[src/design/u8l_pkg.sv]
// Shared constants, types and decode functions for the UTF-8 to Latin-1 folder.
package u8l_pkg;

    typedef logic [7:0] byte_t;
    typedef logic [1:0] held_cnt_t;   // bytes held in the pending buffer, 0..3
    typedef logic [2:0] res_cnt_t;    // results waiting in the output buffer, 0..4
    typedef logic [2:0] seq_len_t;    // sequence length, 2..4

    localparam byte_t LEAD_MIN   = 8'hC0;
    localparam byte_t LEAD3_MIN  = 8'hE0;
    localparam byte_t LEAD4_MIN  = 8'hF0;
    localparam byte_t REPL_CHAR  = 8'h3F;   // '?'
    localparam logic [20:0] CP_MAX = 21'h0000FF;

    localparam seq_len_t SEQ_LEN2 = 3'd2;
    localparam seq_len_t SEQ_LEN3 = 3'd3;
    localparam seq_len_t SEQ_LEN4 = 3'd4;

    function automatic seq_len_t seq_len(input byte_t lead);
        if (lead >= LEAD4_MIN)
        begin
            return SEQ_LEN4;
        end
        else if (lead >= LEAD3_MIN)
        begin
            return SEQ_LEN3;
        end
        return SEQ_LEN2;
    endfunction

    function automatic logic is_cont(input byte_t b);
        return (b[7:6] == 2'b10);
    endfunction

    // Code point of a complete sequence folded to one Latin-1 byte.
    function automatic byte_t fold_cp(input byte_t b0, input byte_t b1, input byte_t b2,
                                      input byte_t b3, input seq_len_t len);
        logic [20:0] cp;
        case (len)
            SEQ_LEN2: cp = {10'd0, b0[4:0], b1[5:0]};
            SEQ_LEN3: cp = {5'd0, b0[3:0], b1[5:0], b2[5:0]};
            SEQ_LEN4: cp = {b0[2:0], b1[5:0], b2[5:0], b3[5:0]};
            default:  cp = 21'd0;
        endcase
        return (cp <= CP_MAX) ? cp[7:0] : REPL_CHAR;
    endfunction

endpackage

[src/design/u8l_in_if.sv]
// Input channel: one UTF-8 byte per item with an end-of-string flag.
interface u8l_in_if;
    logic             valid;
    logic             ready;
    u8l_pkg::byte_t   in_byte;
    logic             in_end;

    modport source (output valid, output in_byte, output in_end, input ready);
    modport sink   (input valid, input in_byte, input in_end, output ready);
endinterface

[src/design/u8l_out_if.sv]
// Output channel: one Latin-1 byte per item with run and string markers.
interface u8l_out_if;
    logic             valid;
    logic             ready;
    u8l_pkg::byte_t   out_byte;
    logic             run_last;
    logic             string_end;

    modport source (output valid, output out_byte, output run_last, output string_end,
                    input ready);
    modport sink   (input valid, input out_byte, input run_last, input string_end,
                    output ready);
endinterface

[src/design/utf8_to_latin1_folder.sv]
// Top level of the UTF-8 to Latin-1 stream folder.
//
// din carries one UTF-8 byte per item, in_end marks the last byte of a string.
// dout carries the folded Latin-1 bytes; run_last flags the last byte caused
// by one input item, string_end the last byte of a string.
// A lead byte and its continuations are held (up to three bytes) until the
// sequence completes or breaks; such items emit nothing but replayed held bytes.
// An item's first result is valid in the cycle after the item is accepted.
// Throughput: one item per cycle while each item causes at most one result and dout does not stall.
// An item that causes k results (a broken sequence replays up to four bytes)
// occupies the four-entry result buffer until all k have left; the next item can be taken
// in the cycle its last result leaves.
// Reset empties both the pending buffer and the result buffer.
// When dout stalls, the result buffer holds; din.ready is high only while the
// buffer is empty or its last result leaves in that cycle.
module utf8_to_latin1_folder (
    input  logic        clk,
    input  logic        rst_n,
    u8l_in_if.sink      din,
    u8l_out_if.source   dout
);

    u8l_pkg::byte_t     pend_reg [3];
    u8l_pkg::held_cnt_t held_reg;
    u8l_pkg::byte_t     res_reg [4];
    u8l_pkg::res_cnt_t  res_cnt_reg;
    logic               end_reg;

    u8l_pkg::byte_t     buf_v [4];
    u8l_pkg::byte_t     res_next [4];
    u8l_pkg::res_cnt_t  res_cnt_next;
    u8l_pkg::held_cnt_t held_next;
    u8l_pkg::seq_len_t  len;
    logic               restart;
    logic               append;
    logic               in_acc;
    logic               out_acc;

    assign din.ready = (res_cnt_reg == 3'd0) || ((res_cnt_reg == 3'd1) && dout.ready);
    assign in_acc    = din.valid && din.ready;
    assign out_acc   = dout.valid && dout.ready;

    assign dout.valid      = (res_cnt_reg != 3'd0);
    assign dout.out_byte   = res_reg[0];
    assign dout.run_last   = (res_cnt_reg == 3'd1);
    assign dout.string_end = (res_cnt_reg == 3'd1) && end_reg;

    // Held bytes followed by the new byte; slot 3 is only reached with three held.
    always_comb
    begin
        for (int k = 0; k < 3; k++)
        begin
            buf_v[k] = (held_reg == 2'(k)) ? din.in_byte : pend_reg[k];
        end
        buf_v[3] = din.in_byte;
    end

    always_comb
    begin
        len          = u8l_pkg::seq_len(pend_reg[0]);
        res_next     = buf_v;
        res_cnt_next = 3'd0;
        held_next    = held_reg;
        restart      = 1'b0;
        append       = 1'b0;
        if ((held_reg != 2'd0) && u8l_pkg::is_cont(din.in_byte))
        begin
            if ({1'b0, held_reg} + 3'd1 == len)
            begin
                res_next[0]  = u8l_pkg::fold_cp(buf_v[0], buf_v[1], buf_v[2], buf_v[3], len);
                res_cnt_next = 3'd1;
                held_next    = 2'd0;
            end
            else if (din.in_end)
            begin
                // string cut short: lead and continuations go out raw
                res_cnt_next = {1'b0, held_reg} + 3'd1;
                held_next    = 2'd0;
            end
            else
            begin
                append    = 1'b1;
                held_next = held_reg + 2'd1;
            end
        end
        else
        begin
            // held bytes (if any) replay raw; the new byte is emitted or starts a sequence
            if ((din.in_byte < u8l_pkg::LEAD_MIN) || din.in_end)
            begin
                res_cnt_next = {1'b0, held_reg} + 3'd1;
                held_next    = 2'd0;
            end
            else
            begin
                res_cnt_next = {1'b0, held_reg};
                restart      = 1'b1;
                held_next    = 2'd1;
            end
        end
    end

    always_ff @(posedge clk or negedge rst_n)
    begin
        if (!rst_n)
        begin
            held_reg    <= 2'd0;
            res_cnt_reg <= 3'd0;
        end
        else
        begin
            if (in_acc)
            begin
                held_reg    <= held_next;
                res_cnt_reg <= res_cnt_next;
            end
            else if (out_acc)
            begin
                res_cnt_reg <= res_cnt_reg - 3'd1;
            end
        end
    end

    always_ff @(posedge clk)
    begin
        if (in_acc)
        begin
            res_reg <= res_next;
            end_reg <= din.in_end;
            if (restart)
            begin
                pend_reg[0] <= din.in_byte;
            end
            for (int k = 0; k < 3; k++)
            begin
                if (append && (held_reg == 2'(k)))
                begin
                    pend_reg[k] <= din.in_byte;
                end
            end
        end
        else if (out_acc)
        begin
            for (int k = 0; k < 3; k++)
            begin
                res_reg[k] <= res_reg[k + 1];
            end
        end
    end

endmodule

[src/flat_wrapper.sv]
// flat-port wrapper written by rule: the top's interface ports become plain ports
module utf8_to_latin1_folder_flat 
  (clk, rst_n, din_valid, din_in_byte, din_in_end, din_ready, dout_valid, dout_out_byte, dout_run_last, dout_string_end, dout_ready);
  u8l_in_if din_i ();
  u8l_out_if dout_i ();
  input  logic clk;
  input  logic rst_n;
  input wire logic [$bits(din_i.valid)-1:0] din_valid;
  input wire logic [$bits(din_i.in_byte)-1:0] din_in_byte;
  input wire logic [$bits(din_i.in_end)-1:0] din_in_end;
  output wire logic [$bits(din_i.ready)-1:0] din_ready;
  output wire logic [$bits(dout_i.valid)-1:0] dout_valid;
  output wire logic [$bits(dout_i.out_byte)-1:0] dout_out_byte;
  output wire logic [$bits(dout_i.run_last)-1:0] dout_run_last;
  output wire logic [$bits(dout_i.string_end)-1:0] dout_string_end;
  input wire logic [$bits(dout_i.ready)-1:0] dout_ready;
  assign din_i.valid = din_valid;
  assign din_i.in_byte = din_in_byte;
  assign din_i.in_end = din_in_end;
  assign din_ready = din_i.ready;
  assign dout_valid = dout_i.valid;
  assign dout_out_byte = dout_i.out_byte;
  assign dout_run_last = dout_i.run_last;
  assign dout_string_end = dout_i.string_end;
  assign dout_i.ready = dout_ready;
  utf8_to_latin1_folder u_core (.clk(clk), .rst_n(rst_n), .din(din_i), .dout(dout_i));
endmodule
[config.mk]
export PLATFORM = sky130hd
export DESIGN_NAME = utf8_to_latin1_folder_flat
export DESIGN_NICKNAME = d
export VERILOG_FILES = /design/src/design/u8l_pkg.sv /design/src/design/u8l_in_if.sv /design/src/design/u8l_out_if.sv /design/src/design/utf8_to_latin1_folder.sv /design/src/flat_wrapper.sv
export SDC_FILE = /design/constraint.sdc
export NUM_CORES = 1
export LEC_CHECK = 0
export BUFFER_PORTS_ARGS = -buffer_cell sky130_fd_sc_hd__buf_2
export CORE_MARGIN = 2
export CORE_UTILIZATION = 60
export CTS_BUF_LIST = sky130_fd_sc_hd__clkbuf_16
export CTS_CLUSTER_DIAMETER = 200
export CTS_CLUSTER_SIZE = 14
export DETAILED_ROUTE_END_ITERATION = 10
export PLACE_DENSITY_LB_ADDON = 0.2
export SLEW_MARGIN = 20
export SYNTH_ARGS = -nofsm -noshare
export SYNTH_HDL_FRONTEND = slang
export SYNTH_SLANG_ARGS = --single-unit
[constraint.sdc]
create_clock -name clk -period 2.91 [get_ports clk]
set_input_delay 0.291 -clock clk [delete_from_list [all_inputs] [get_ports clk]]
set_output_delay 0.291 -clock clk [all_outputs]
set_load 0.01 [all_outputs]
==> impl_metrics.json <==
{
  "core-area_sq_um": 5170,
  "port_buffers": 24,
  "worst_slew_pin_slew_ns": 0.576,
  "cp_num_buf_inv": 1,
  "place_hpwl_um": 4780,
  "drive_gt1_share_pct": 19.0,
  "async_flop_share_pct": 8.06,
  "final_nets": 330,
  "crit_path_end_kind": "flip-flop",
  "ir_worst_vdd_mv": 0.660,
  "fillers": 349,
  "hold_viol_final": 0,
  "synth.largest_area_cell": "edfxtp_1",
  "rsz0062_at_grt": "false",
  "synth_ff_type": "edfxtp_1",
  "r2r_slack_ns": 0.20,
  "clock_skew_ns": 0.00899,
  "antenna_found_initial": 0,
  "syn-num-nets": 304,
  "cts-htree-levels": 3,
  "slew_headroom_pct": 61.6,
  "rows": 26,
  "final_common_cell": "edfxtp_1",
  "synthesis.instances": 284,
  "cp.depth": 7,
  "ys_ff_latch": 62,
  "p_leak_nw": 1.43,
  "grt_max_degree": 29,
  "path_cells": "inv_1 > ha_1 > nor2b_1 > and3_1 > or3_1 > nor4_1 > and2_1",
  "placed_area_sq_um": 3430,
  "final_util_pct": 72.1,
  "clkLatencyLatePin_ns": 0.33,
  "io_pins": 25,
  "busiest_layer": "met2",
  "setup-tns-final_ns": 0,
  "critPathMaxFanout": 8,
  "startpoint": "u_core.held_reg[0]",
  "pwr-share-clk_pct": 30.7,
  "start_util_pct": 63.2,
  "antenna_left": 0,
  "fmax_mhz": 370,
  "die_w_um": 77.8,
  "stdcell_count": 385,
  "switchingPower_w": 0.00106,
  "p_seq_share_pct": 37.5,
  "critPathSlowestCell": "dfrtp_1",
  "pwr-share-comb_pct": 31.9,
  "avgSynthCellArea_sq_um": 11.5,
  "met2_usage_pct": 39.4,
  "regArea_sq_um": 1840,
  "use_met3_pct": 5.00,
  "syn_to_final_growth_pct": 14.2,
  "r2r_end": "u_core.pend_reg[0][9]",
  "worstSetupEndpoint": "u_core.pend_reg[0][9]",
  "cts.sink_count": 62,
  "drt_iter0_drc": 322,
  "clock_path_buffers": 2,
  "reg2reg_depth": 7,
  "layout_min_cycle_time_ns": 2.71,
  "synth_area_leaders": "edfxtp_1 52%, mux2i_1 7.7%, nand2_1 4.4%, dfrtp_1 3.8%, o21ai_0 3.4%",
  "grt_use_met1_pct": 34.1,
  "synth_seq_area_share_pct": 56.2,
  "postCtsSetupBuffers": 0,
  "vias": 2368,
  "worst_path_dominant_cell_family": "simple AND/OR/NAND/NOR gates",
  "grt_pass1_wl_um": 11500,
  "p_int_w": 0.00230,
  "grt_util_all_layers_pct": 25.6,
  "synth_cell_types": 46,
  "drt-total-wl_um": 7070,
  "start_kind": "flip-flop",
  "cts_tree": "yes",
  "min_period_over_period_pct": 93.0,
  "worstPathArrival_ns": 2.70,
  "synth.top_cell.area_share_pct": 52.4,
  "overflow": 0,
  "drt_pass1_iterations": 5,
  "setup_violations": 0,
  "viasPerCell": 6.15,
  "grt_pass1_vias": 2261,
  "outcome": "finished, final reports clean",
  "fin_area_sq_um": 3730,
  "clk_pin_slew_ns": 0.05,
  "drc": 0,
  "multiInputGateArea_sq_um": 1240,
  "ys_warn_count": 0,
  "drv_cap": 0,
  "synth-edff-count": 57,
  "dieArea_sq_um": 6050,
  "finalMaxSlewViolations": 0,
  "cts_root_buffer": "clkbuf_16",
  "antennaDiodeCount": 0,
  "hold_path.class": "primary input to flip-flop",
  "worstReg2RegStart": "u_core.held_reg[0]",
  "final_cell_mix": "57 x edfxtp_1, 38 x nand2_1, 25 x mux2i_1",
  "switching_share_pct": 31.6,
  "die_h_um": 77.8,
  "dpl.cell_count": 368,
  "gp_congestion": 0.898,
  "slowest_delay_ns": 0.45,
  "syn-cell-area_sq_um": 3270,
  "powerDensity_nw_per_um2": 902,
  "routedWlPerCell_um": 18.4,
  "cts_inserted_buffers": 9,
  "required_ns": 2.91,
  "worstSetupPathType": "flip-flop to flip-flop"
}
## metal layers
metal	up-vias	wire, um
met5	-	0
met4	0	235
met3	31	633
met2	143	3240
met1	1084	2960
li1	1110	-
## how the worst min path moves through the flow
stage / start / cells after the start / slack [ns] / end
3_3_place_gp: rst_n / 1 / 0.11 / u_core.held_reg[1]
6_report: din_in_end / 1 / 0.21 / u_core.end_reg
2_1_floorplan: rst_n / 0 / -0.005 / u_core.held_reg[0]
4_1_cts: din_in_end / 1 / 0.20 / u_core.end_reg
3_5_place_dp: rst_n / 1 / 0.12 / u_core.held_reg[1]
5_1_grt: din_in_end / 1 / 0.20 / u_core.end_reg
## logic make-up (layout without fill, tap and decap cells)
group | Yosys count | in the layout | share of synthesized area (%)
buffers and inverters | 34 | 65 | 5.86
AND/OR/NAND/NOR | 85 | 85 | 13.7
AO/OA/AOI/OAI | 69 | 69 | 13.2
multiplexers | 27 | 27 | 8.35
flip-flops | 62 | 62 | 56.2
adder cells (fa/ha/maj) | 7 | 7 | 2.68
## power groups by stage
stage | logic [W] | clock network (W) | registers, W
6_report | 0.00107 | 0.00103 | 0.00126
5_1_grt | 0.00117 | 0.00108 | 0.00128
4_1_cts | 0.00106 | 0.00104 | 0.00126
3_5_place_dp | 0.00105 | 0 | 0.00128
3_3_place_gp | 0.00103 | 0 | 0.00127
2_1_floorplan | 0.000817 | 0 | 0.00126
## through the flow
| stage | total power, W | setup slack, ns | hold slack (ns) |
|---|---|---|---|
| floorplan | 0.00208 | 0.471 | -0.00459 |
| global placement | 0.00230 | 0.279 | 0.114 |
| detailed placement | 0.00233 | 0.224 | 0.116 |
| CTS | 0.00337 | 0.207 | 0.196 |
| global route | 0.00354 | 0.0467 | 0.201 |
| finish | 0.00337 | 0.204 | 0.207 |
## cells in the mapped netlist, types with 7 or more instances
cell type   n
a21oi_1    16
clkbuf_1    8
o22ai_1    10
nor3_1     10
mux2i_1    25
ha_1        7
inv_1       8
o21ai_0    22
buf_4       8
nand2_1    38
edfxtp_1   57
## what timing repair did
| action | 4_1_cts | 5_1_grt |
|---|---|---|
| hold endpoints to repair | 5 | 0 |
| gates resized for setup | 0 | 0 |
| hold buffers | 1 | 0 |
## area by class of cell
type / instances / area share, %
Tap cell: 70 / 2.35
Timing Repair Buffer: 40 / 6.51
Clock buffer: 9 / 6.04
Inverter: 9 / 0.905
Clock inverter: 7 / 1.74
Multi-Input combinational cell: 188 / 33.2
Sequential cell: 62 / 49.2
Note: power is estimated with default switching activity, not from simulation.
